[config.mk]
export PLATFORM = sky130hd
export DESIGN_NAME = bhtm_mod_unit
export DESIGN_NICKNAME = d
export VERILOG_FILES = /design/src/rtl/bhtm_pkg.sv /design/src/rtl/bhtm_mod_unit.sv
export SDC_FILE = /design/constraint.sdc
export NUM_CORES = 1
export LEC_CHECK = 0
export BUFFER_PORTS_ARGS = -buffer_cell sky130_fd_sc_hd__buf_4
export CORE_MARGIN = 5
export CORE_UTILIZATION = 57
export DETAILED_ROUTE_END_ITERATION = 10
export HOLD_SLACK_MARGIN = 0.1
export PLACE_DENSITY = 0.75
export SYNTH_ARGS = -nofsm -noshare
export SYNTH_HDL_FRONTEND = slang
export SYNTH_SLANG_ARGS = --single-unit
[constraint.sdc]
create_clock -name clk -period 8.9 [get_ports clk]
set_input_delay 0.445 -clock clk [delete_from_list [all_inputs] [get_ports clk]]
set_output_delay 0.445 -clock clk [all_outputs]
set_load 0.005 [all_outputs]
[src/rtl/bhtm_pkg.sv]
// Shared types, sizes and codes for the bucketed hash table map.
package bhtm_pkg;

  // Table geometry
  localparam int BUCKET_COUNT     = 10;
  localparam int SLOTS_PER_BUCKET = 8;
  localparam int VALUE_BITS       = 32;
  localparam int TOTAL_SLOTS      = BUCKET_COUNT * SLOTS_PER_BUCKET;

  // Field widths
  localparam int OP_BITS        = 2;
  localparam int KEY_BITS       = 31;
  localparam int IN_VALUE_BITS  = 32;
  localparam int STAT_BITS      = 3;
  localparam int OUT_VALUE_BITS = 32;

  // Stream packing, padded to whole bytes
  localparam int IN_DATA_W  = ((KEY_BITS + IN_VALUE_BITS + 7) / 8) * 8;
  localparam int OUT_DATA_W = ((OUT_VALUE_BITS + 1 + 7) / 8) * 8;
  localparam int IN_PAD_W   = IN_DATA_W - KEY_BITS - IN_VALUE_BITS;
  localparam int OUT_PAD_W  = OUT_DATA_W - OUT_VALUE_BITS - 1;

  // Derived index and counter widths
  localparam int ADDR_W  = (TOTAL_SLOTS > 1) ? $clog2(TOTAL_SLOTS) : 1;
  localparam int SLOT_CW = $clog2(SLOTS_PER_BUCKET + 1);
  localparam int BKT_W   = (BUCKET_COUNT > 1) ? $clog2(BUCKET_COUNT) : 1;
  localparam int CNT_W   = $clog2(TOTAL_SLOTS + 1);

  // Reciprocal for key / BUCKET_COUNT: floor(key * MOD_MUL / 2^MOD_SHIFT) is exact
  // for every KEY_BITS-bit key
  localparam int              MOD_LOG   = $clog2(BUCKET_COUNT);
  localparam int              MOD_SHIFT = KEY_BITS + MOD_LOG;
  localparam int              MUL_W     = KEY_BITS + 1;
  localparam int              PROD_W    = KEY_BITS + MUL_W;
  localparam longint unsigned MOD_MUL   = ((64'd1 << MOD_SHIFT) / BUCKET_COUNT) + 64'd1;

  // Request kinds
  localparam logic [OP_BITS-1:0] OP_INSERT = 2'd0;
  localparam logic [OP_BITS-1:0] OP_REMOVE = 2'd1;
  localparam logic [OP_BITS-1:0] OP_SEARCH = 2'd2;

  // Result status codes
  localparam logic [STAT_BITS-1:0] STAT_INSERTED = 3'd0;
  localparam logic [STAT_BITS-1:0] STAT_REPLACED = 3'd1;
  localparam logic [STAT_BITS-1:0] STAT_HIT      = 3'd2;
  localparam logic [STAT_BITS-1:0] STAT_MISS     = 3'd3;
  localparam logic [STAT_BITS-1:0] STAT_FULL     = 3'd4;

  // Sequencer states
  typedef enum logic [2:0] {
    IDLE,
    HASH,
    SCAN,
    ACT,
    VWAIT,
    RESP
  } state_t;

  // Modulo unit request and response
  typedef struct packed {
    logic                start;
    logic [KEY_BITS-1:0] dividend;
  } mod_req_t;

  typedef struct packed {
    logic             done;
    logic [BKT_W-1:0] rem;
  } mod_rsp_t;

endpackage

[src/rtl/bhtm_mod_unit.sv]
// Key modulo the bucket count by reciprocal multiplication, in three stages.
module bhtm_mod_unit import bhtm_pkg::*; (
  input  logic     clk,
  input  logic     rst,
  input  mod_req_t req,
  output mod_rsp_t rsp
);

  logic                stage1;
  logic                stage2;
  logic                done;
  logic [KEY_BITS-1:0] key_q;
  logic [PROD_W-1:0]   prod;
  logic [BKT_W-1:0]    quot_lo;
  logic [BKT_W-1:0]    rem;

  // Remainder is below the bucket count, so the low quotient bits suffice
  assign quot_lo = prod[MOD_SHIFT +: BKT_W];

  // Control: key capture, product, remainder; done pulses once
  always_ff @(posedge clk) begin
    if (rst) begin
      stage1 <= 1'b0;
      stage2 <= 1'b0;
      done   <= 1'b0;
    end else begin
      stage1 <= req.start;
      stage2 <= stage1;
      done   <= stage2;
    end
  end

  // Datapath
  always_ff @(posedge clk) begin
    if (req.start) begin
      key_q <= req.dividend;
    end
    if (stage1) begin
      prod <= PROD_W'(key_q) * PROD_W'(MOD_MUL);
    end
    if (stage2) begin
      rem <= key_q[BKT_W-1:0] - BKT_W'(quot_lo * BKT_W'(BUCKET_COUNT));
    end
  end

  assign rsp.done = done;
  assign rsp.rem  = rem;

endmodule

# Yosys cells after proc, flatten, opt, wreduce, memory -nomap -nowiden
# Index checks and enable logic that the tools add are counted.
[totals]
input_bits = 34
word_cells = 9
ff_bits = 77
[classes]
n_mul = 2
n_addsub = 1
[ops]
columns = ["cell", "count"]
rows = [
  ["$mul A31 B32 Y39 const B", 1],
  ["$mul A4 B3 Y3 const B", 1],
  ["$sub A4 B4 Y4", 1],
]

# Longest topological paths before layout
# Gate-level depths: netlist of the first run.
[depth]
ltp_word = 2
depth_mapped = 23
mapped_depth_nobuf = 23

# Worst setup path before layout of the first run
# No wires, ideal clock.
[synth_timing]
path_kind = "register to register"
from = "reg key_q[7]"
to = "reg prod[37] (data pin)"
t_arrival_ps = 5888
required_ps = 8640
stages_incl_launch_ff = 22
path_slack_ps = 2752
setup_ps = 260
path_cell_list = "edfxtp_1 ha_1 inv_1 fa_1 inv_1 fa_1 inv_1 fa_1 fa_1 inv_1 fa_1 fa_1 inv_1 fa_1 inv_1 ha_1 a21oi_1 a31oi_1 o311ai_2 o211ai_1 a211oi_2 xnor2_1"
[synth_between]
elab_chain_cells = 1
[synth_rtl]
columns = ["item", "line", "text"]
rows = [
  ["start, declared", "bhtm_mod_unit.sv:12", "logic [KEY_BITS-1:0] key_q;"],
  ["start signal, assigned", "bhtm_mod_unit.sv:36", "key_q <= req.dividend;"],
  ["$mul A31 B32 Y39", "bhtm_mod_unit.sv:39", "prod <= PROD_W'(key_q) * PROD_W'(MOD_MUL);"],
  ["end signal, assigned", "bhtm_mod_unit.sv:39", ""],
  ["end, declared", "bhtm_mod_unit.sv:13", "logic [PROD_W-1:0] prod;"],
]
# Every way passes these cells.
# A chain may end at the register's enable or synchronous reset.

# Final worst setup path of the first run
# Same ends and word-level chain as after synthesis.

==> results.sh, run 1 <==
export IMPL_fp_row_count=45
export IMPL_ff2ff_setup_slack_ns=2.36
export IMPL_outcome="finished clean"
export IMPL_layout_drive_gt1_share_pct=6.59
export IMPL_critPathRequiredTime_ns=8.94
export IMPL_regToRegEndpoint="prod[37]"
export IMPL_synth_simple_area_share_pct=2.51
export IMPL_fin_skew_ns=0.0111
export IMPL_critical_path_class="reg -> reg"
export IMPL_path_max_fanout=5
export IMPL_route_detailed_drc=0
export IMPL_grt_ovfl_total=0
export IMPL_netlist_instances=774
export IMPL_layout_min_cycle_time_ns=6.54
export IMPL_cts_resized=0
export IMPL_dieArea_mm2=0.0179
export IMPL_start_kind="register"
export IMPL_wl_per_cell_um=18.5
export IMPL_crit_chain="ha_1 > inv_1 > fa_1 > inv_1 > fa_1 > inv_1 > fa_1 > fa_1 > inv_1 > fa_1 > fa_1 > inv_1 > fa_1 > inv_1 > ha_1 > a21oi_1 > a31oi_1 > o311ai_2 > o211ai_1 > a211oi_2 > xnor2_1"
export IMPL_clockBufferDepth=2
export IMPL_synth_top_area_share_pct=39.8
export IMPL_grt_max_degree=33
export IMPL_drtPass1Iterations=4
export IMPL_antenna_found_initial=0
export IMPL_crit_top_cell="fa_1"
export IMPL_slew_headroom_pct=54.8
export IMPL_grt_pass1_wl_um=30100
export IMPL_clockRootBuffer="clkbuf_16"
export IMPL_crit_start="key_q[7]"
export IMPL_cts_sinks=41
export IMPL_cts_tree="built"
export IMPL_die_h_um=134
export IMPL_wirelength_um=18600
export IMPL_rr_startpoint="key_q[7]"
export IMPL_nets=1216
export IMPL_final_util_pct=62.3
export IMPL_cap_violations=0
export IMPL_gr_usage_all_layers_pct=22.3
export IMPL_clkTransAtPathRegs_ns=0.07
export IMPL_end_kind="register"
export IMPL_synth_area_per_cell_um2=11.3
export IMPL_dieWidth_um=134
export IMPL_syn2layout_area_growth_pct=7.66
export IMPL_synth_seq_area_share_pct=13.7
export IMPL_min_path_type="in -> reg"
export IMPL_synth_compound_area_share_pct=3.37
export IMPL_ys_warn_count=0
export IMPL_start_util_pct=57.8
export IMPL_core_area_mm2=0.0151
export IMPL_rsz0062_at_grt="false"
export IMPL_synth_area_leaders="fa_1 (40%), ha_1 (27%), edfxtp_1 (13%)"
export IMPL_drt_iter0_markers=269
export IMPL_nFillCells=1210
export IMPL_ios=39
export IMPL_insertedDiodeCount=0
export IMPL_synth_xor_area_share_pct=2.40
export IMPL_hpwlAfterDp_um=17100
export IMPL_synth_fa_ha_area_share_pct=66.8
export IMPL_max_freq_mhz=153
export IMPL_ant_nets=0
export IMPL_fin_tns_setup_ns=0
export IMPL_worstPathArrival_ns=6.58
export IMPL_hold_viol_final=0
export IMPL_setup_violations=0
export IMPL_syn_area_mm2=0.00876
export IMPL_tightest_slew_ns=0.678
export IMPL_crit_end="prod[37]"
export IMPL_place_inst=1000
export IMPL_critical_path_slowest_cell="fa_1"
export IMPL_synth_seq_cells=41
export IMPL_cts_setup_buffers=0
export IMPL_cts_buffers=5
export IMPL_viasPerCell=5.28
export IMPL_yosysTopAreaCell="fa_1"
export IMPL_syn_nets=1171
export IMPL_timing_final_crit_share_pct=73.5
export IMPL_io_buffers=38
export IMPL_ctsHoldBuffers=0
export IMPL_final_cells=1008
export IMPL_first_global_vias=5865
export IMPL_synth_top_family_by_area="adder cells"
export IMPL_slew_viol_final=0
export IMPL_synth_cell_types=35
export IMPL_insertion_delay_ns=0.30
export IMPL_htree_num_levels=2
export IMPL_num_vias=5321
export IMPL_gp_congestion=0.949
export IMPL_cpPeakStageDelay_ns=0.69
export IMPL_rr_worst_depth=21
export IMPL_synthMuxAreaShare_pct=0
export IMPL_hold_ws_ns=0.316
registers in the layout, summed over array words and instances (netlist names):
register,count
stage1,1
prod,3
rem,4
stage2,1
done,1
key_q,31
how the worst min path moves through the flow:
| stage | from | to | cells after the start |
|---|---|---|---|
| finish | req[20] | key_q[20] | 1 |
| floorplan | stage1 | stage2 | 1 |
| CTS | req[20] | key_q[20] | 1 |
| detailed placement | stage2 | rem[1] | 0 |
| global route | req[30] | key_q[30] | 1 |
| global placement | stage2 | rem[1] | 0 |
critical path, delay by kind of cell, from the launching register on:
| family | cells | cell delay (ns) |
|---|---|---|
| adders and majority gates | 9 | 4.33 |
| AOI/OAI and AO/OA | 5 | 0.99 |
| xor gates and xnor gates | 1 | 0.10 |
| DFF | 1 | 0.47 |
| buffers and inverters | 6 | 0.39 |
synth_stat cells:
cell type	n
fa_1	174
o21bai_1	1
a21oi_1	16
dfxtp_1	3
nor3_2	1
o22ai_1	1
nand4_1	9
a21boi_1	1
o2bb2ai_1	1
a21o_1	2
nor3_1	5
a21oi_2	1
or2_2	1
o2111ai_2	1
nor2_1	4
nor4_1	1
a211oi_1	2
inv_1	260
a41oi_1	1
nand2_1	10
a31oi_1	3
o211ai_1	4
o311ai_2	1
o21ai_0	2
ha_1	189
edfxtp_1	38
a211oi_2	1
xor2_1	5
nor2b_1	3
xnor2_1	19
buf_4	1
nand3_1	9
o211a_1	1
o21ai_1	2
a311oi_2	1
stage by stage:
step                      cell area, µm²  setup slack, ns
final                               9430             2.36
after global routing                9430             2.03
after CTS                           9430             2.37
after detailed placement            9280             2.36
after global placement              9280             2.50
after floorplan                     8760             2.75
cell families (layout without fill, tap and decap cells):
logic type,Yosys count,count (layout)
AO/OA/AOI/OAI,42,42
XOR/XNOR,24,24
adder cells (fa/ha/maj),363,363
buffers and inverters,261,307
flip-flops,41,41
AND/OR/NAND/NOR,43,43
layout make-up:
cell class / count / area (µm²) / share of cell area [%]
Multi-Input combinational cell: 472 / 6570 / 69.7
Clock buffer: 5 / 125 / 1.33
Timing Repair Buffer: 39 / 293 / 3.11
Inverter: 260 / 976 / 10.4
Sequential cell: 41 / 1200 / 12.7
Tap cell: 188 / 235 / 2.49
Clock inverter: 3 / 25.0 / 0.265
layer usage:
metal | global-route usage, % | vias to the layer above | routed length (µm)
met3 | 3.41 | 31 | 826
li1 | - | 2477 | -
met2 | 39.3 | 119 | 9590
met1 | 28.3 | 2694 | 7560
met5 | 0 | - | 0
met4 | 7.54 | 0 | 665
placed cells by master (no fill, tap or decap), drive strengths merged, types with 6 or more instances in the layout:
cell / synthesis / final
nand2: 10 / 10
nand3: 9 / 9
xnor2: 19 / 19
fa: 174 / 174
ha: 189 / 189
nor3: 6 / 6
a21oi: 17 / 17
buf: 1 / 39
nand4: 9 / 9
inv: 260 / 261
edfxtp: 38 / 38
Power of run 1 is not shown: default switching activity piles up to over one toggle a cycle in this logic, so the estimate is an artifact.
==> inputs of run 2 (changes only) <==
==> constraint.sdc (replaced) <==
create_clock -name clk -period 6.63 [get_ports clk]
set_input_delay 0.3315 -clock clk [delete_from_list [all_inputs] [get_ports clk]]
set_output_delay 0.3315 -clock clk [all_outputs]
set_load 0.005 [all_outputs]
==> run 2 against run 1 <==
Net effect: die area did not move; highest routed layer unchanged; critical endpoint unchanged; worst hold slack got worse by 0.12 ns; sequential cell count did not move; sequential share of layout area fell by 0.24 points; maximum frequency rose by 2.6%; cell count rose by 1.5%.
==> results.sh, run 2 (synthesized netlist as in run 1, its figures left out) <==
export IMPL_outcome="finished clean"
export IMPL_layout_drive_gt1_share_pct=9.70
export IMPL_mostFrequentLayoutCell="inv_1"
export IMPL_antenna_found_initial=0
export IMPL_io_buffers=38
export IMPL_min_path_type="in -> reg"
export IMPL_top_register="key_q"
export IMPL_drtPass1Iterations=4
export IMPL_largest_reg_flops=31
export IMPL_final_util_pct=63.4
export IMPL_tightest_slew_ns=1.28
export IMPL_grt_max_degree=33
export IMPL_max_freq_mhz=157
export IMPL_critical_path_class="reg -> reg"
export IMPL_design_area_mm2=0.00961
export IMPL_use_met2_pct=37.7
export IMPL_viasPerCell=5.23
export IMPL_wirelength_um=18900
export IMPL_dieArea_mm2=0.0179
export IMPL_use_met1_pct=28.9
export IMPL_setup_violations=0
export IMPL_clockRootBuffer="clkbuf_16"
export IMPL_hold_viol_final=0
export IMPL_drt_iter0_markers=249
export IMPL_timing_final_crit_share_pct=96.2
export IMPL_core_area_mm2=0.0151
export IMPL_clkTransAtPathRegs_ns=0.08
export IMPL_use_met3_pct=5.33
export IMPL_slew_headroom_pct=14.7
export IMPL_ios=39
export IMPL_final_cells=1023
export IMPL_fin_skew_ns=0.0160
export IMPL_dieWidth_um=134
export IMPL_place_area_mm2=0.00930
export IMPL_grt_pass1_wl_um=30700
export IMPL_layout_min_cycle_time_ns=6.38
export IMPL_ctsHoldBuffers=0
export IMPL_cts_sinks=41
export IMPL_insertedDiodeCount=0
export IMPL_num_vias=5354
export IMPL_route_detailed_drc=0
export IMPL_path_max_fanout=4
export IMPL_wl_per_cell_um=18.5
export IMPL_multi_input_area_mm2=0.00664
export IMPL_grt_busiest_layer="met2"
export IMPL_nFillCells=1182
export IMPL_gr_usage_all_layers_pct=22.6
export IMPL_ant_nets=0
export IMPL_worstPathArrival_ns=6.43
export IMPL_fp_row_count=45
export IMPL_place_inst=1003
export IMPL_slew_viol_final=0
export IMPL_ff_latch_area_mm2=0.00120
export IMPL_reg_top3="key_q (31), rem (4), prod (3)"
export IMPL_cts_buffers=5
export IMPL_insertion_delay_ns=0.30
export IMPL_die_h_um=134
export IMPL_fin_tns_setup_ns=0
export IMPL_start_kind="register"
export IMPL_layout_common_cells="inv_1 (258), ha_1 (186), fa_1 (169)"
export IMPL_critPathRequiredTime_ns=6.69
export IMPL_clockBufferDepth=2
export IMPL_rsz0062_at_grt="false"
export IMPL_nets=1231
export IMPL_syn2layout_area_growth_pct=9.69
export IMPL_end_kind="register"
export IMPL_cts_tree="built"
export IMPL_first_global_vias=6062
export IMPL_start_util_pct=57.8
export IMPL_grt_ovfl_total=0
export IMPL_gp_congestion=0.914
export IMPL_hpwlAfterDp_um=17000
export IMPL_cap_violations=0
export IMPL_htree_num_levels=2
-- run 2: area by class of cell --
class,count,area share (%)
Clock buffer,5,1.30
Sequential cell,41,12.5
Multi-Input combinational cell,472,69.1
Clock inverter,3,0.260
Inverter,260,10.2
Timing Repair Buffer,54,4.22
Tap cell,188,2.45
-- run 2: stage by stage --
stage                     setup WS, ns  hold slack (ns)
final                            0.253            0.196
after global routing          0.000840            0.189
after detailed placement         0.144            0.511
after floorplan                  0.482            0.403
after global placement           0.268            0.510
after CTS                        0.116            0.191
-- run 2: critical path, cell delays in order, from the launching register on --
cell      delay, ns
edfxtp_1       0.47
inv_1          0.07
ha_1           0.28
inv_1          0.05
fa_2           0.59
fa_1           0.47
fa_1           0.54
inv_1          0.06
fa_1           0.51
inv_1          0.05
fa_1           0.44
fa_1           0.49
inv_1          0.05
fa_1           0.54
inv_2          0.05
ha_4           0.26
nand4_1        0.20
nor3_4         0.34
nand4_1        0.14
a311oi_2       0.31
a211oi_2       0.07
xnor2_1        0.13
-- run 2: final timing paths --
check	start	to	slack, ns	cells after the start
max	key_q[20]	prod[37]	0.25	21
max reg2reg	key_q[20]	prod[37]	0.25	21
min	rst	stage1	0.20	2
min reg2reg	stage2	rem[2]	0.55	0
-- run 2: what timing repair did --
item | CTS | global route
setup buffers | 0 | 12
setup endpoints to repair | 0 | 3
gates resized for setup | 0 | 13
-- run 2: per-layer routing --
layer / routed length [µm] / vias to the layer above
li1: - / 2506
met1: 7520 / 2700
met2: 9470 / 116
met3: 1230 / 32
met4: 692 / 0
met5: 0 / -
Power of run 2 is left out for the same reason.
==> inputs of run 3 (changes only) <==
--- a/config.mk
+++ b/config.mk
@@ -7,10 +7,9 @@
 export LEC_CHECK = 0
 export BUFFER_PORTS_ARGS = -buffer_cell sky130_fd_sc_hd__buf_4
 export CORE_MARGIN = 5
-export CORE_UTILIZATION = 57
+export CORE_UTILIZATION = 45
 export DETAILED_ROUTE_END_ITERATION = 10
 export HOLD_SLACK_MARGIN = 0.1
-export PLACE_DENSITY = 0.75
 export SYNTH_ARGS = -nofsm -noshare
 export SYNTH_HDL_FRONTEND = slang
 export SYNTH_SLANG_ARGS = --single-unit
==> run 3 against run 2 <==
Net effect: via count down 2.8%; core utilization down 13 points; cell count up 7.1%; non-clock buffer count down 4; design area up 0.56%; clock skew down 0.0089 ns; worst setup slack better by 0.045 ns; register-to-register slack better by 0.04 ns; worst hold slack better by 0.0059 ns; maximum frequency up 0.71%; clock-buffer cell count unchanged; first-iteration DRC count down 37%; highest routed layer unchanged.
==> results.sh, run 3 (synthesized netlist as in run 1, its figures left out) <==
export IMPL_outcome="finished clean"
export IMPL_rr_startpoint="key_q[8]"
export IMPL_slew_viol_final=0
export IMPL_syn2layout_area_growth_pct=10.3
export IMPL_fin_skew_ns=0.00708
export IMPL_ff2ff_setup_slack_ns=0.30
export IMPL_fp_row_count=51
export IMPL_dieWidth_um=150
export IMPL_viasPerCell=4.75
export IMPL_first_global_vias=5696
export IMPL_hpwlAfterDp_um=17600
export IMPL_clkTransAtPathRegs_ns=0.07
export IMPL_cts_buffers=5
export IMPL_drtPass1Iterations=4
export IMPL_wirelength_um=18900
export IMPL_crit_start="key_q[8]"
export IMPL_gr_usage_all_layers_pct=17.8
export IMPL_rsz0062_at_grt="false"
export IMPL_max_freq_mhz=158
export IMPL_wl_met3_um=782
export IMPL_drt_iter0_markers=158
export IMPL_grt_pass1_wl_um=29800
export IMPL_place_inst=1082
export IMPL_ant_nets=0
export IMPL_layout_min_cycle_time_ns=6.33
export IMPL_start_kind="register"
export IMPL_wl_per_cell_um=17.3
export IMPL_hold_viol_final=0
export IMPL_wl_met1_um=8220
export IMPL_dieArea_mm2=0.0224
export IMPL_grt_max_degree=33
export IMPL_fin_tns_setup_ns=0
export IMPL_hold_path_end="key_q[27]"
export IMPL_tightest_slew_ns=0.639
export IMPL_layout_common_cells="inv_1 (259), ha_1 (187), fa_1 (169)"
export IMPL_die_h_um=150
export IMPL_start_util_pct=45.3
export IMPL_io_buffers=38
export IMPL_mostFrequentLayoutCell="inv_1"
export IMPL_ff_latch_area_mm2=0.00120
export IMPL_cts_tree="built"
export IMPL_reg_top3="key_q (31), rem (4), prod (3)"
export IMPL_worstPathArrival_ns=6.38
export IMPL_core_area_mm2=0.0193
export IMPL_ios=39
export IMPL_regToRegEndpoint="prod[37]"
export IMPL_largest_reg_flops=31
export IMPL_nFillCells=1791
export IMPL_cap_violations=0
export IMPL_layout_drive_gt1_share_pct=9.03
export IMPL_route_detailed_drc=0
export IMPL_timing_final_crit_share_pct=95.5
export IMPL_ctsHoldBuffers=0
export IMPL_top_register="key_q"
export IMPL_final_cells=1096
export IMPL_insertedDiodeCount=0
export IMPL_htree_num_levels=2
export IMPL_critPathRequiredTime_ns=6.68
export IMPL_critical_path_class="reg -> reg"
export IMPL_clockRootBuffer="clkbuf_16"
export IMPL_top_layer="met4"
export IMPL_multi_input_area_mm2=0.00663
export IMPL_num_vias=5204
export IMPL_grt_ovfl_total=0
export IMPL_nets=1227
export IMPL_end_kind="register"
export IMPL_rr_worst_depth=21
export IMPL_gp_congestion=0.901
export IMPL_holdPathStages=1
export IMPL_path_max_fanout=4
export IMPL_worstHoldStart="req[27]"
export IMPL_insertion_delay_ns=0.30
export IMPL_clockBufferDepth=2
export IMPL_setup_violations=0
export IMPL_antenna_found_initial=0
export IMPL_cts_sinks=41
export IMPL_min_path_type="in -> reg"
export IMPL_met2WireLength_um=9460
export IMPL_slew_headroom_pct=57.2
==> run 3: area by class of cell <==
cell class | count | share of cell area (%)
flip-flops and latches | 41 | 12.4
clock inverters | 3 | 0.259
clock buffers | 5 | 1.30
repair buffers | 50 | 3.89
multi-input cells | 472 | 68.6
inverters | 260 | 10.1
well taps | 265 | 3.43
==> run 3: routing by layer <==
| layer | GRT usage, % | vias to the layer above |
|---|---|---|
| met1 | 23.6 | 2606 |
| li1 | - | 2499 |
| met4 | 5.13 | 0 |
| met2 | 30.1 | 79 |
| met5 | 0 | - |
| met3 | 3.33 | 20 |
==> run 3: worst max-delay path, stage by stage, from the launching register on <==
cell and delay (ns):
edfxtp_1 0.43, ha_1 0.33, inv_1 0.06, fa_1 0.53, inv_1 0.09, fa_2 0.59
inv_1 0.05, fa_1 0.40, fa_1 0.54, inv_1 0.05, fa_1 0.46, fa_1 0.55
inv_1 0.05, fa_1 0.50, inv_1 0.04, ha_1 0.34, a21oi_2 0.16, a31oi_1 0.12
o311ai_2 0.23, o211ai_1 0.20, a211oi_2 0.27, xnor2_1 0.08
==> run 3: repair_timing <==
action / 4_1_cts / 5_1_grt
endpoints found under the setup margin: 0 / 2
endpoints found under the hold margin: 0 / 0
gates resized for setup: 0 / 11
setup buffers: 0 / 6
==> run 3: stage by stage <==
stage	instance area [µm²]	hold slack (ns)	util (%)	worst slack [ns]
floorplan	8760	0.403	-	0.482
global placement	9410	0.510	48.7	0.352
detailed placement	9410	0.511	48.7	0.228
CTS	9560	0.191	49.5	0.229
global route	9660	0.185	50.0	0.0135
finish	9660	0.201	50.0	0.298
==> run 3: how the worst max path moves through the flow <==
stage	end	slack (ns)
2_1_floorplan	prod[37]	0.48
3_3_place_gp	prod[37]	0.35
3_5_place_dp	prod[37]	0.23
4_1_cts	prod[37]	0.23
5_1_grt	prod[37]	0.01
6_report	prod[37]	0.30
Power of run 3 is left out for the same reason.
