==> src/rtl/bhtm_pkg.sv <==
// Shared types, sizes and codes for the bucketed hash table map.
package bhtm_pkg;

  // Table geometry
  localparam int BUCKET_COUNT     = 10;
  localparam int SLOTS_PER_BUCKET = 8;
  localparam int VALUE_BITS       = 32;
  localparam int TOTAL_SLOTS      = BUCKET_COUNT * SLOTS_PER_BUCKET;

  // Field widths
  localparam int OP_BITS        = 2;
  localparam int KEY_BITS       = 31;
  localparam int IN_VALUE_BITS  = 32;
  localparam int STAT_BITS      = 3;
  localparam int OUT_VALUE_BITS = 32;

  // Stream packing, padded to whole bytes
  localparam int IN_DATA_W  = ((KEY_BITS + IN_VALUE_BITS + 7) / 8) * 8;
  localparam int OUT_DATA_W = ((OUT_VALUE_BITS + 1 + 7) / 8) * 8;
  localparam int IN_PAD_W   = IN_DATA_W - KEY_BITS - IN_VALUE_BITS;
  localparam int OUT_PAD_W  = OUT_DATA_W - OUT_VALUE_BITS - 1;

  // Derived index and counter widths
  localparam int ADDR_W  = (TOTAL_SLOTS > 1) ? $clog2(TOTAL_SLOTS) : 1;
  localparam int SLOT_CW = $clog2(SLOTS_PER_BUCKET + 1);
  localparam int BKT_W   = (BUCKET_COUNT > 1) ? $clog2(BUCKET_COUNT) : 1;
  localparam int CNT_W   = $clog2(TOTAL_SLOTS + 1);

  // Reciprocal for key / BUCKET_COUNT: floor(key * MOD_MUL / 2^MOD_SHIFT) is exact
  // for every KEY_BITS-bit key
  localparam int              MOD_LOG   = $clog2(BUCKET_COUNT);
  localparam int              MOD_SHIFT = KEY_BITS + MOD_LOG;
  localparam int              MUL_W     = KEY_BITS + 1;
  localparam int              PROD_W    = KEY_BITS + MUL_W;
  localparam longint unsigned MOD_MUL   = ((64'd1 << MOD_SHIFT) / BUCKET_COUNT) + 64'd1;

  // Request kinds
  localparam logic [OP_BITS-1:0] OP_INSERT = 2'd0;
  localparam logic [OP_BITS-1:0] OP_REMOVE = 2'd1;
  localparam logic [OP_BITS-1:0] OP_SEARCH = 2'd2;

  // Result status codes
  localparam logic [STAT_BITS-1:0] STAT_INSERTED = 3'd0;
  localparam logic [STAT_BITS-1:0] STAT_REPLACED = 3'd1;
  localparam logic [STAT_BITS-1:0] STAT_HIT      = 3'd2;
  localparam logic [STAT_BITS-1:0] STAT_MISS     = 3'd3;
  localparam logic [STAT_BITS-1:0] STAT_FULL     = 3'd4;

  // Sequencer states
  typedef enum logic [2:0] {
    IDLE,
    HASH,
    SCAN,
    ACT,
    VWAIT,
    RESP
  } state_t;

  // Modulo unit request and response
  typedef struct packed {
    logic                start;
    logic [KEY_BITS-1:0] dividend;
  } mod_req_t;

  typedef struct packed {
    logic             done;
    logic [BKT_W-1:0] rem;
  } mod_rsp_t;

endpackage

==> src/rtl/bhtm_ctrl.sv <==
// Request sequencer: bucket scan, slot update, valid bits and result register.
module bhtm_ctrl import bhtm_pkg::*; (
  input  logic                      clk,
  input  logic                      rst,
  // Request side
  input  logic                      in_valid,
  output logic                      in_ready,
  input  logic [OP_BITS-1:0]        in_op,
  input  logic [KEY_BITS-1:0]       in_key,
  input  logic [IN_VALUE_BITS-1:0]  in_value,
  // Result side
  output logic                      out_valid,
  input  logic                      out_ready,
  output logic [STAT_BITS-1:0]      out_status,
  output logic [OUT_VALUE_BITS-1:0] out_found,
  output logic                      out_empty,
  // Modulo unit
  output mod_req_t                  mod_req,
  input  mod_rsp_t                  mod_rsp,
  // Key memory
  output logic                      key_we,
  output logic [ADDR_W-1:0]         key_waddr,
  output logic [KEY_BITS-1:0]       key_wdata,
  output logic [ADDR_W-1:0]         key_raddr,
  input  logic [KEY_BITS-1:0]       key_rdata,
  // Value memory
  output logic                      val_we,
  output logic [ADDR_W-1:0]         val_waddr,
  output logic [VALUE_BITS-1:0]     val_wdata,
  output logic [ADDR_W-1:0]         val_raddr,
  input  logic [VALUE_BITS-1:0]     val_rdata
);

  state_t state;
  state_t state_next;

  // Request registers
  logic [OP_BITS-1:0]        op;
  logic [KEY_BITS-1:0]       key;
  logic [VALUE_BITS-1:0]     value;
  logic [BKT_W-1:0]          bkt;

  // Scan registers
  logic [SLOT_CW-1:0]        issue;
  logic                      pend;
  logic [ADDR_W-1:0]         pend_addr;
  logic                      hit_f;
  logic [ADDR_W-1:0]         hit_addr;
  logic                      free_f;
  logic [ADDR_W-1:0]         free_addr;

  // Table occupancy
  logic [TOTAL_SLOTS-1:0]    valid;
  logic [CNT_W-1:0]          cnt;

  // Result before output register
  logic [STAT_BITS-1:0]      res_status;
  logic [OUT_VALUE_BITS-1:0] res_found;

  logic [ADDR_W-1:0]         base;
  logic [ADDR_W-1:0]         scan_addr;
  logic                      issuing;
  logic                      accept;
  logic                      load_out;
  logic                      match;

  assign base      = ADDR_W'(bkt) * ADDR_W'(SLOTS_PER_BUCKET);
  assign scan_addr = base + ADDR_W'(issue);
  assign issuing   = (issue != SLOT_CW'(SLOTS_PER_BUCKET));
  assign match     = valid[pend_addr] && (key_rdata == key);
  assign accept    = in_valid && in_ready;
  assign load_out  = (state == RESP) && (!out_valid || out_ready);

  // Next state and memory controls
  always_comb begin
    state_next = state;
    in_ready   = (state == IDLE);
    mod_req.start    = accept;
    mod_req.dividend = in_key;
    key_raddr  = scan_addr;
    val_raddr  = hit_addr;
    key_we     = 1'b0;
    key_waddr  = free_addr;
    key_wdata  = key;
    val_we     = 1'b0;
    val_waddr  = hit_f ? hit_addr : free_addr;
    val_wdata  = value;
    case (state)
      IDLE: begin
        if (in_valid) begin
          state_next = HASH;
        end
      end
      HASH: begin
        if (mod_rsp.done) begin
          state_next = SCAN;
        end
      end
      SCAN: begin
        if (!issuing && !pend) begin
          state_next = ACT;
        end
      end
      ACT: begin
        state_next = RESP;
        if (op == OP_INSERT) begin
          val_we = hit_f || free_f;
          key_we = !hit_f && free_f;
        end else if (op == OP_SEARCH && hit_f) begin
          state_next = VWAIT;
        end
      end
      VWAIT: begin
        state_next = RESP;
      end
      RESP: begin
        if (!out_valid || out_ready) begin
          state_next = IDLE;
        end
      end
      default: begin
        state_next = IDLE;
      end
    endcase
  end

  // State register
  always_ff @(posedge clk) begin
    if (rst) begin
      state <= IDLE;
    end else begin
      state <= state_next;
    end
  end

  // Request capture and bucket scan
  always_ff @(posedge clk) begin
    if (accept) begin
      op    <= in_op;
      key   <= in_key;
      value <= VALUE_BITS'(in_value);
    end
    if (state == HASH && mod_rsp.done) begin
      bkt    <= mod_rsp.rem;
      issue  <= '0;
      pend   <= 1'b0;
      hit_f  <= 1'b0;
      free_f <= 1'b0;
    end
    if (state == SCAN) begin
      pend      <= issuing;
      pend_addr <= scan_addr;
      if (issuing) begin
        issue <= issue + 1'b1;
      end
      if (pend) begin
        if (match && !hit_f) begin
          hit_f    <= 1'b1;
          hit_addr <= pend_addr;
        end
        if (!valid[pend_addr] && !free_f) begin
          free_f    <= 1'b1;
          free_addr <= pend_addr;
        end
      end
    end
  end

  // Valid bits and occupancy count
  always_ff @(posedge clk) begin
    if (rst) begin
      valid <= '0;
      cnt   <= '0;
    end else if (state == ACT) begin
      if (op == OP_INSERT && !hit_f && free_f) begin
        valid[free_addr] <= 1'b1;
        cnt              <= cnt + 1'b1;
      end else if (op == OP_REMOVE && hit_f) begin
        valid[hit_addr] <= 1'b0;
        cnt             <= cnt - 1'b1;
      end
    end
  end

  // Result selection
  always_ff @(posedge clk) begin
    if (state == ACT) begin
      res_found  <= '0;
      res_status <= STAT_MISS;
      case (op)
        OP_INSERT: begin
          if (hit_f) begin
            res_status <= STAT_REPLACED;
          end else if (free_f) begin
            res_status <= STAT_INSERTED;
          end else begin
            res_status <= STAT_FULL;
          end
        end
        OP_REMOVE, OP_SEARCH: begin
          if (hit_f) begin
            res_status <= STAT_HIT;
          end
        end
        default: begin
          res_status <= STAT_MISS;
        end
      endcase
    end
    if (state == VWAIT) begin
      res_found <= OUT_VALUE_BITS'(val_rdata);
    end
  end

  // Output register
  always_ff @(posedge clk) begin
    if (rst) begin
      out_valid <= 1'b0;
    end else if (load_out) begin
      out_valid <= 1'b1;
    end else if (out_ready) begin
      out_valid <= 1'b0;
    end
  end

  always_ff @(posedge clk) begin
    if (load_out) begin
      out_status <= res_status;
      out_found  <= res_found;
      out_empty  <= (cnt == '0);
    end
  end

endmodule

==> config.mk <==
export PLATFORM = sky130hd
export DESIGN_NAME = bhtm_ctrl
export DESIGN_NICKNAME = d
export VERILOG_FILES = /design/src/rtl/bhtm_pkg.sv /design/src/rtl/bhtm_ctrl.sv
export SDC_FILE = /design/constraint.sdc
export NUM_CORES = 1
export LEC_CHECK = 0
export BUFFER_PORTS_ARGS = -buffer_cell sky130_fd_sc_hd__buf_2
export CORE_ASPECT_RATIO = 0.5
export CORE_MARGIN = 2
export CORE_UTILIZATION = 53
export DETAILED_ROUTE_END_ITERATION = 7
export PLACE_DENSITY_LB_ADDON = 0.12
export SLEW_MARGIN = 0
export SYNTH_ARGS = -nofsm -noshare
export SYNTH_HDL_FRONTEND = slang
export SYNTH_SLANG_ARGS = --single-unit
==> constraint.sdc <==
create_clock -name clk -period 3.65 [get_ports clk]
set_clock_uncertainty 0.1 [all_clocks]
set_input_delay 0.365 -clock clk [delete_from_list [all_inputs] [get_ports clk]]
set_output_delay 0.365 -clock clk [all_outputs]
set_load 0.1 [all_outputs]
* Word-level counts from Yosys, hierarchy flattened *
Cells that the tools add are included.

storage, ports and cells
  output and inout bits = 163
  bits in registers = 259
  bits of input ports = 137

cells by class
  magnitude comparators = 5
  eq/ne operators = 13
  reduce and logical (&&, ||, !) cells = 34
  bitwise gates (word level) = 3
  $add $sub $neg = 4
  mux-type cells = 43

operator list
  kind                                                                    count
  80-bit 2-to-1 mux                                                       2
  80-bit AND                                                              1
  80-bit inverter                                                         1
  80-bit bitwise OR                                                       1
  32-bit 2-to-1 mux                                                       2
  31-bit equality test                                                    1
  7-bit by 8-bit < comparator with 1-bit output (second input constant)   3
  1-bit 2-to-1 mux                                                        22
  7-bit 2-to-1 mux                                                        3
  3-bit 2-to-1 mux                                                        6
  3-bit one-hot mux with 6 select lines                                   1
  1-bit demux with 7-bit select                                           2
  7-bit by 1-bit >= comparator with 1-bit output (second input constant)  2
  1-bit logical AND                                                       14
  4-bit 2-to-1 mux                                                        3
  2-bit nonzero test                                                      4
  7-bit by 1-bit adder with 7-bit output (second input constant)          1
  7-bit by 4-bit adder with 7-bit output                                  1
  1-bit binary-select mux with 7-bit select                               1
  7-bit zero test                                                         1
  7-bit by 1-bit subtractor with 7-bit output (second input constant)     1
  3-bit by 2-bit equality test with 1-bit output (second input constant)  2
  3-bit equality test (second input constant)                             2
  1-bit zero test                                                         6
  15 further kinds                                                        19

* Logic depth before layout (Yosys ltp) *
Gate-level depths: netlist of the first run.

  depth in word-level cells = 8
  mapped depth = 12
  gate-level depth less buffers = 10

* Least setup slack after synthesis of the first run *
Ideal clock, no wire load.

  kind = register to output
  from = register state[2]
  to = output port mod_req[31] in the netlist's numbering
  required time = 3.185 ns
  data arrival time = 4.877 ns
  cell stages (with the launch flop) = 5
  slack = -1.692 ns
  cells stage by stage = dfxtp_1 > buf_6 > nor3_1 > and2_1 > buf_4

on the way
  word-level cells in the longest chain between the ends = 2

ends and longest elaborated chain
  item                    RTL line          RTL
  from (decl)             bhtm_ctrl.sv:34   state_t state;
  from (signal assigned)  bhtm_ctrl.sv:132  state <= state_next;
  3-bit zero test         bhtm_ctrl.sv:77   in_ready = (state == IDLE);
  net in_ready            bhtm_ctrl.sv:7    output logic in_ready,
  1-bit logical AND       bhtm_ctrl.sv:71   assign accept = in_valid && in_ready;
  to (decl)               bhtm_ctrl.sv:18   output mod_req_t mod_req,

The timed path passes the listed nets, and every way through them passes these cells.

* Worst setup path in the final report of the first run *
  from = register pend_addr[0]
  to = register free_addr[1], in the netlist key_waddr[1], enable pin

on the way
  word-level cells in the longest chain between the ends = 5

ends and longest elaborated chain
  item                                       RTL line          RTL
  from (decl)                                bhtm_ctrl.sv:46   logic [ADDR_W-1:0] pend_addr;
  from (signal assigned)                     bhtm_ctrl.sv:152  pend_addr <= scan_addr;
  1-bit binary-select mux with 7-bit select  bhtm_ctrl.sv:161  if (!valid[pend_addr] && !free_f) begin
  1-bit 2-to-1 mux (implied by the code)     bhtm_ctrl.sv:161
  1-bit zero test                            bhtm_ctrl.sv:161
  1-bit logical AND                          bhtm_ctrl.sv:161
  3-bit AND reduction (no source line)       n/a
  to (signal assigned)                       bhtm_ctrl.sv:163  free_addr <= pend_addr;
  to (decl)                                  bhtm_ctrl.sv:50   logic [ADDR_W-1:0] free_addr;

No other way between the ends. The select of a mux whose other input is x is not followed.
A chain may end at the register's enable or synchronous reset.

==> impl_metrics.yaml, run 1 <==
outcome:
  outcome: "completed"
worst_setup_path:
  startpoint_type: "register"
  cp.required_ns: 3.74
  path_max_fanout: 18
  path_class: "reg2reg"
  cp-end-kind: "register"
  cp.arrival_ns: 3.38
synth:
  yosys_warnings: 0
  synth_edf_count: 162
  syn_inst: 932
  yosysSeqAreaShare: 0.619
  ys_async_sr_fraction: 0
  synth_area_mm2: 0.0110
  synth_cell_types: 62
  yosys.area.top_type_share: 0.443
  synth_seq_cells: 259
  syn_nets: 1083
  yosysTopAreaCell: "edfxtp_1"
  synthFlopType: "edfxtp_1"
  synth_area_leaders: "edfxtp_1 (44%), dfxtp_1 (18%), a21oi_1 (4.2%)"
  avgSynthCellArea_um2: 11.8
cells_and_area:
  final_common_cell: "buf_2"
  n_antenna_cell: 0
  fin_nets: 1414
  fin_cells: 1552
  num-fill-cells: 1513
  drive_gt1_frac: 0.292
  seq_area_mm2: 0.00681
  final_cell_mix: "buf_2 (299), edfxtp_1 (162), nand2_1 (113), dfxtp_1 (97), a21oi_1 (92)"
  syn_to_final_growth_pct: 26.5
  multi_input_area_mm2: 0.00364
power:
  p_total_mw: 7.10
  power.density_mw_per_mm2: 511
  p_int_mw: 4.88
  p_switching_mw: 2.22
  leakage_nw: 5.45
  combPwrFrac: 0.187
  swShare: 0.313
  share_clk_of_total_power: 0.344
  pwr-share-seq: 0.469
  ir_worst_vdd_mv: 0.413
floorplanning:
  die_area_mm2: 0.0220
  fp.dieH_um: 106
  start_util: 0.537
  ios: 300
  core_area_mm2: 0.0205
  die_x_um: 208
  num_rows: 37
drt:
  wl_per_cell_um: 21.0
  num_vias: 8707
  antenna_left: 0
  initialDrtViolationCount: 862
  finalWirelength_um: 32600
  first_pass_iters: 5
  drc: 0
  via_per_inst: 5.61
sta:
  worst_slew_pin_slew_ns: 1.12
  finalMaxSlewViolations: 0
  hold_viol_final: 0
  worst_slack_ns: 0.362
  finalCritPeriodShare: 0.901
  timing.fmax_mhz: 304
  layout_min_cycle_time_ns: 3.29
  setup_viol_count_final: 0
  slew-limit-headroom: 0.245
  grt_setup_unrepaired: "false"
job:
  maxCapViolations: 0
cts:
  root_buffer: "clkbuf_16"
  insertion_delay_ns: 0.53
  cts_sinks: 259
  postCtsSetupBuffers: 0
  clkTransAtPathRegs_ns: 0.06
  cts_tree: "built"
  clock_path_buffers: 3
  cts_buffers: 23
  htree_num_levels: 1
grt:
  grt_pass1_wl_um: 48800
  gr-total-overflow: 0
  grt_max_degree: 66
  antenna_found_initial: 1
  grt_pass1_vias: 8522
  grt.total_usage: 0.292
place:
  dpl_worst_slack_ns: 0.408
  placed_cells: 1442
  io_buffers: 299
  place_congestion: 0.921
  dp_hpwl_um: 21600
worst_hold_path:
  hold_class: "in2reg"
worst max-delay path: stages (launching register included):
cell      delay [ns]
edfxtp_1        0.63
buf_12          0.23
mux4_1          0.55
mux2_2          0.27
nand3_1         0.09
nand3_2         0.08
nor4_2          0.58
and2_1          0.42
registers in the layout, indices dropped and copies added (netlist names), 2 cells and up:
register,flops
bkt,4
state,3
out_status,3
out_found,32
res_found,32
pend_addr,7
val_wdata,32
res_status,3
key_wdata,31
key_waddr,7
op,2
cnt,7
val_raddr,7
valid,80
issue,4
cells in the mapped netlist, types with 3 or more instances:
cell type and count:
buf_6 4, nor2b_1 12, nand3b_1 4, edfxtp_1 162
nor3b_1 3, nor3_1 11, a21oi_1 92, o21ai_1 77
nand4_1 8, mux4_1 4, buf_1 5, nor2_1 26
a221oi_1 3, ha_1 13, a211oi_1 3, mux2_2 8
inv_1 16, mux4_2 4, a22oi_1 3, nor4_1 16
and2_1 39, mux2i_1 26, clkbuf_1 28, nand3_1 17
nand2b_1 7, nand2_1 113, dfxtp_1 97, xor2_1 33
o21ai_0 12, or2_1 3, a21o_1 3, xnor2_1 5
buf_4 35, or4_1 4, nor3_2 3
power by group through the flow:
stage	clock network (mW)	logic [mW]	registers [mW]
2_1_floorplan	0	0.554	3.84
3_3_place_gp	0	1.24	3.38
3_5_place_dp	0	1.25	3.38
4_1_cts	2.46	1.32	3.32
5_1_grt	2.59	1.37	3.34
6_report	2.44	1.33	3.33
kinds of logic after synthesis:
logic type,after synthesis,synth area share
AOI/OAI and AO/OA,204,0.0993
xor gates and xnor gates,38,0.0303
adders and majority gates,14,0.0166
buffers and inverters,94,0.0513
DFF,259,0.619
muxes,44,0.0529
and+or+nand+nor,279,0.130
path summary, 6_finish.rpt:
| path | depth (start not counted) | slack [ns] | from | endpoint |
|---|---|---|---|---|
| max reg2reg | 7 | 0.36 | pend_addr[0] | key_waddr[1] |
| min reg2reg | 0 | 0.32 | res_status[0] | out_status[0] |
| min | 2 | 0.03 | val_rdata[31] | res_found[31] |
| max | 7 | 0.36 | pend_addr[0] | key_waddr[1] |
per-layer routing:
layer,global-route usage,share of wire
met5,0,0.00040
met2,0.483,0.48
met1,0.369,0.39
met4,0.130,0.048
met3,0.0682,0.089
cell type report:
type,instances,share of cell area
repair buffers,384,0.167
inverters,16,0.00432
clock inverters,13,0.0101
clock buffers,28,0.0428
well taps,273,0.0246
multi-input cells,579,0.262
flip-flops and latches,259,0.490
per-stage QoR:
step                      instance area (µm²)  setup TNS (ns)   util  hold slack [ns]
after floorplan                         11000         -0.0552      -            0.300
after global placement                  12500               0  0.610            0.300
after detailed placement                12500               0  0.610            0.305
after CTS                               13900               0  0.679           0.0117
after global routing                    13900               0  0.679           0.0133
final                                   13900               0  0.679           0.0254
what timing repair did:
item | in CTS | in global routing
hold buffers | 69 | 0
resized for setup | 0 | 0
hold endpoints to repair | 69 | 0
Note: power is estimated with default switching activity, not from simulation.
==> run 2, diff against run 1 <==
--- a/config.mk
+++ b/config.mk
@@ -8,7 +8,7 @@
 export BUFFER_PORTS_ARGS = -buffer_cell sky130_fd_sc_hd__buf_2
 export CORE_ASPECT_RATIO = 0.5
 export CORE_MARGIN = 2
-export CORE_UTILIZATION = 53
+export CORE_UTILIZATION = 50
 export DETAILED_ROUTE_END_ITERATION = 7
 export PLACE_DENSITY_LB_ADDON = 0.12
 export SLEW_MARGIN = 0
==> run 2 against run 1 <==
  * Sequential cell count did not move
  * Register-to-register slack improved by 0.03 ns
  * First-iteration DRC count fell by 2.7%
  * Via count rose by 0.63%
  * Hold slack got worse by 0.0077 ns
  * Clock power rose by 7%
  * Die area rose by 5.8%
  * Sequential power barely moved
  * Core utilization fell by 3.0 points
  * Largest cell class unchanged
==> impl_metrics.yaml, run 2 (synthesis gave the netlist of run 1 again) <==
cts:
  insertion_delay_ns: 0.54
  root_buffer: "clkbuf_16"
  htree_num_levels: 1
  postCtsHoldBufs: 71
  cts_tree: "built"
  cts_buffers: 24
  clkTransAtPathRegs_ns: 0.06
  cts_resized: 0
  postCtsSetupBuffers: 0
  cts_sinks: 259
  clock_path_buffers: 3
drt:
  drc: 0
  initialDrtViolationCount: 839
  via_per_inst: 5.52
  wl_per_cell_um: 20.9
  antenna_left: 0
  finalWirelength_um: 33100
  num_vias: 8762
  first_pass_iters: 7
worst_hold_path:
  hold_end: "res_found[4]"
  hold_start: "val_rdata[4]"
  holdPathStages: 2
  hold_class: "in2reg"
cells_and_area:
  final_common_cell: "buf_2"
  regMostFlops: "valid"
  multi_input_area_mm2: 0.00364
  seq_area_mm2: 0.00681
  syn_to_final_growth_pct: 27.8
  drive_gt1_frac: 0.297
  post-route-util: 0.649
  num-fill-cells: 1678
  final_cell_mix: "buf_2 (299), edfxtp_1 (162), nand2_1 (113), dfxtp_1 (97), a21oi_1 (92)"
  largest_reg_flops: 80
  fin_nets: 1419
place:
  io_buffers: 299
  place_congestion: 0.911
  dp_hpwl_um: 22900
  dpl_worst_slack_ns: 0.435
worst_setup_path:
  crit_slowest_cell: "edfxtp_1"
  path_buf_inv: 0
  timing.rr.start: "pend_addr[1]"
  reg2reg_slack_ns: 0.39
  critPathTopFamily: "simple AND/OR/NAND/NOR gates"
  startpoint_type: "register"
  cp.arrival_ns: 3.37
  cp.required_ns: 3.76
  max_stage_delay_ns: 0.65
  crit_chain: "mux4_1 > or2b_1 > a221oi_1 > a311oi_1 > nor4_2 > and2_1"
  path_max_fanout: 10
  cp-end-kind: "register"
  path_class: "reg2reg"
  reg2reg_depth: 6
  rr_endpoint: "key_waddr[5]"
floorplanning:
  start_util: 0.508
  ios: 300
  die_x_um: 214
  num_rows: 38
  fp.dieH_um: 109
  core_area_mm2: 0.0216
  die_area_mm2: 0.0233
grt:
  antenna_found_initial: 2
  grt_max_degree: 54
  gr-total-overflow: 0
  grt_pass1_wl_um: 49400
  grt.total_usage: 0.282
  grt_pass1_vias: 8614
power:
  power.density_mw_per_mm2: 518
  ir_worst_vdd_mv: 0.377
  leakage_nw: 5.51
sta:
  setup_viol_count_final: 0
  slew-limit-headroom: 0.290
  worst_slew_pin_slew_ns: 1.06
  layout_min_cycle_time_ns: 3.26
  timing.fmax_mhz: 307
  finalMaxSlewViolations: 0
  hold_viol_final: 0
  hold-worst-slack_ns: 0.0176
  grt_setup_unrepaired: "false"
  worst_slack_ns: 0.390
  finalCritPeriodShare: 0.893
job:
  maxCapViolations: 0
outcome:
  outcome: "completed"
==> run 2: cell types whose count changed in the layout (fill, tap and decap cells not counted), sizes merged <==
cell,change
clkbuf,+3
buf,+2
dlygate4sd3,+2
diode,+1
==> run 2: area by class of cell <==
class | count | share of cell area
Sequential cell | 259 | 0.485
Multi-Input combinational cell | 579 | 0.259
Timing Repair Buffer | 388 | 0.168
Clock buffer | 31 | 0.0468
Tap cell | 300 | 0.0267
Clock inverter | 13 | 0.0110
Inverter | 16 | 0.00428
Antenna cell | 1 | 0.000178
==> run 2: layer usage <==
metal | vias to the layer above | GRT usage | share of wire
met2 | 476 | 0.486 | 0.49
li1 | 4002 | - | -
met4 | 2 | 0.0903 | 0.033
met3 | 87 | 0.0769 | 0.090
met1 | 4195 | 0.349 | 0.39
met5 | - | 0 | 0.00039
==> run 2: worst register-to-register path: stages (launching register included) <==
cell	delay, ns
edfxtp_1	0.65
mux4_1	0.60
or2b_1	0.23
a221oi_1	0.33
a311oi_1	0.11
nor4_2	0.50
and2_1	0.41
==> run 2: where the power goes <==
| group | switching (mW) | total, mW | internal [mW] |
|---|---|---|---|
| Sequential | 0.0949 | 3.33 | 3.24 |
| Clock | 1.13 | 2.62 | 1.49 |
| Combinational | 1.05 | 1.32 | 0.267 |
==> run 2: how the worst max path moves through the flow <==
stage | startpoint | to | slack [ns] | cells past startpoint
4_1_cts | pend_addr[1] | key_waddr[5] | 0.41 | 6
2_1_floorplan | state[2] | mod_req[31] | -0.06 | 4
5_1_grt | pend_addr[1] | key_waddr[3] | 0.20 | 6
3_5_place_dp | pend_addr[1] | key_waddr[6] | 0.43 | 6
6_report | pend_addr[1] | key_waddr[5] | 0.39 | 6
3_3_place_gp | pend_addr[1] | key_waddr[5] | 0.48 | 6
==> run 2: stage by stage <==
stage / TNS [ns] / std cells / total power [mW] / area, µm²
after floorplan: -0.0552 / 932 / 4.40 / 11000
after global placement: 0 / 1471 / 4.63 / 12500
after detailed placement: 0 / 1471 / 4.64 / 12500
after CTS: 0 / 1586 / 7.28 / 14000
after global routing: 0 / 1587 / 7.47 / 14000
final: 0 / 1587 / 7.27 / 14000
==> run 3, diff against run 2 <==
--- a/config.mk
+++ b/config.mk
@@ -9,6 +9,7 @@
 export CORE_ASPECT_RATIO = 0.5
 export CORE_MARGIN = 2
 export CORE_UTILIZATION = 50
+export CTS_BUF_LIST = sky130_fd_sc_hd__clkbuf_4
 export DETAILED_ROUTE_END_ITERATION = 7
 export PLACE_DENSITY_LB_ADDON = 0.12
 export SLEW_MARGIN = 0
==> run 3 against run 2 <==
  * Design area is 2.1% higher
  * Core utilization grew 1.4 points
  * Sequential cell count stayed put
  * Die area unchanged
  * Register-to-register slack lost 0.05 ns
  * Routed wire length is 5.0% higher
  * Sequential power hardly changed
  * Combinational power grew 3%
  * Critical path type unchanged
  * Critical endpoint is now key_waddr[1]
  * Largest cell class unchanged
  * Highest routed layer unchanged
==> impl_metrics.yaml, run 3 (synthesis gave the netlist of run 1 again) <==
cts:
  postCtsHoldBufs: 104
  cts_sinks: 259
  root_buffer: "clkbuf_4"
  postCtsSetupBuffers: 0
  clkTransAtPathRegs_ns: 0.07
  cts_buffers: 58
  htree_num_levels: 2
  cts_tree: "built"
  clock_path_buffers: 3
  insertion_delay_ns: 0.70
  cts_resized: 0
cells_and_area:
  num-fill-cells: 1672
  finish.instance_area_mm2: 0.0143
  multi_input_area_mm2: 0.00364
  final_cell_mix: "buf_2 (299), edfxtp_1 (162), nand2_1 (113), dlygate4sd3_1 (104), clkbuf_4 (98)"
  syn_to_final_growth_pct: 30.5
  regMostFlops: "valid"
  drive_gt1_frac: 0.321
  final_common_cell: "buf_2"
  largest_reg_flops: 80
  seq_area_mm2: 0.00681
  fin_nets: 1486
place:
  place_congestion: 0.911
  place_area_mm2: 0.0125
  io_buffers: 299
  dpl_worst_slack_ns: 0.435
  dp_hpwl_um: 22900
floorplanning:
  fp.dieH_um: 109
  num_rows: 38
  ios: 300
  die_x_um: 214
  die_area_mm2: 0.0233
  core_area_mm2: 0.0216
  start_util: 0.508
sta:
  worst_slack_ns: 0.344
  setup_viol_count_final: 0
  hold-worst-slack_ns: 0.159
  final.setup.tns_ns: 0
  grt_setup_unrepaired: "false"
  layout_min_cycle_time_ns: 3.31
  finalMaxSlewViolations: 0
  worst_slew_pin_slew_ns: 1.06
  finalCritPeriodShare: 0.906
  timing.fmax_mhz: 302
  hold_viol_final: 0
  slew-limit-headroom: 0.288
worst_hold_path:
  hold_end: "hit_f"
  hold_start: "key_rdata[19]"
  holdPathStages: 5
  hold_class: "in2reg"
worst_setup_path:
  crit_slowest_cell: "edfxtp_1"
  cp.arrival_ns: 3.54
  path_max_fanout: 10
  reg2reg_slack_ns: 0.34
  rr_endpoint: "key_waddr[1]"
  cp-end-kind: "register"
  cp.required_ns: 3.89
  timing.rr.start: "pend_addr[1]"
  reg2reg_depth: 6
  max_stage_delay_ns: 0.67
  startpoint_type: "register"
  path_class: "reg2reg"
  crit_chain: "mux4_1 > or2b_1 > a221oi_1 > a311oi_1 > nor4_2 > and2_1"
drt:
  finalWirelength_um: 34800
  initialDrtViolationCount: 902
  first_pass_iters: 5
  via_per_inst: 5.39
  num_vias: 9082
  drc: 0
  antenna_left: 0
  wl_per_cell_um: 20.6
power:
  ir_worst_vdd_mv: 0.420
  power.density_mw_per_mm2: 491
  p_total_mw: 7.04
  leakage_nw: 5.72
job:
  maxCapViolations: 0
grt:
  antenna_found_initial: 2
  grt_pass1_wl_um: 51700
  grt.total_usage: 0.298
  grt_pass1_vias: 9052
  grt_max_degree: 54
  gr-total-overflow: 0
outcome:
  outcome: "completed"
## run 3: cell count changes in the layout (fill, tap and decap cells not counted), moves of 2 or more
cell and delta:
bufinv_16 -3, clkbuf_4 +98, clkbuf_16 -24, clkbuf_1 -4
clkinv_1 +6, dlygate4sd3_1 +33, clkbuf_8 -3, clkinv_2 -4
clkinvlp_4 -2, diode_2 +2
## run 3: worst max-delay path: cells and delay by family (launching register included)
family	cells	cell delay (ns)
AND/OR/NAND/NOR	3	1.15
flip-flops	1	0.67
multiplexers	1	0.60
AO/OA/AOI/OAI	2	0.43
## run 3: routing by layer
layer / track usage / vias up / share of wire
li1: - / 4178 / -
met1: 0.354 / 4323 / 0.38
met2: 0.509 / 485 / 0.49
met3: 0.0919 / 94 / 0.091
met4: 0.123 / 2 / 0.038
met5: 0 / - / 0.00037
## run 3: worst max path at each step
stage,start,end,cells after the start
after floorplan,state[2],mod_req[31],4
after global placement,pend_addr[1],key_waddr[5],6
after detailed placement,pend_addr[1],key_waddr[6],6
after CTS,pend_addr[1],key_waddr[1],6
after global routing,pend_addr[1],val_raddr[1],7
final,pend_addr[1],key_waddr[1],6
## run 3: area by class of cell
class	instances	area share
inverters	16	0.00419
repair buffers	421	0.187
diodes	3	0.000523
clock buffers	98	0.0513
clock inverters	9	0.00236
well taps	300	0.0262
flip-flops and latches	259	0.475
multi-input cells	579	0.254
## run 3: report_power, final
group / internal [mW] / switching [mW] / leakage (nW)
logic: 0.290 / 1.07 / 2.92
clock network: 1.20 / 1.14 / 0.468
registers: 3.24 / 0.0953 / 2.33
total: 4.73 / 2.31 / 5.72
## run 3: through the flow
stage               cells   util
finish               1685  0.663
global route         1683  0.663
CTS                  1682  0.663
detailed placement   1471  0.579
global placement     1471  0.579
floorplan             932      -
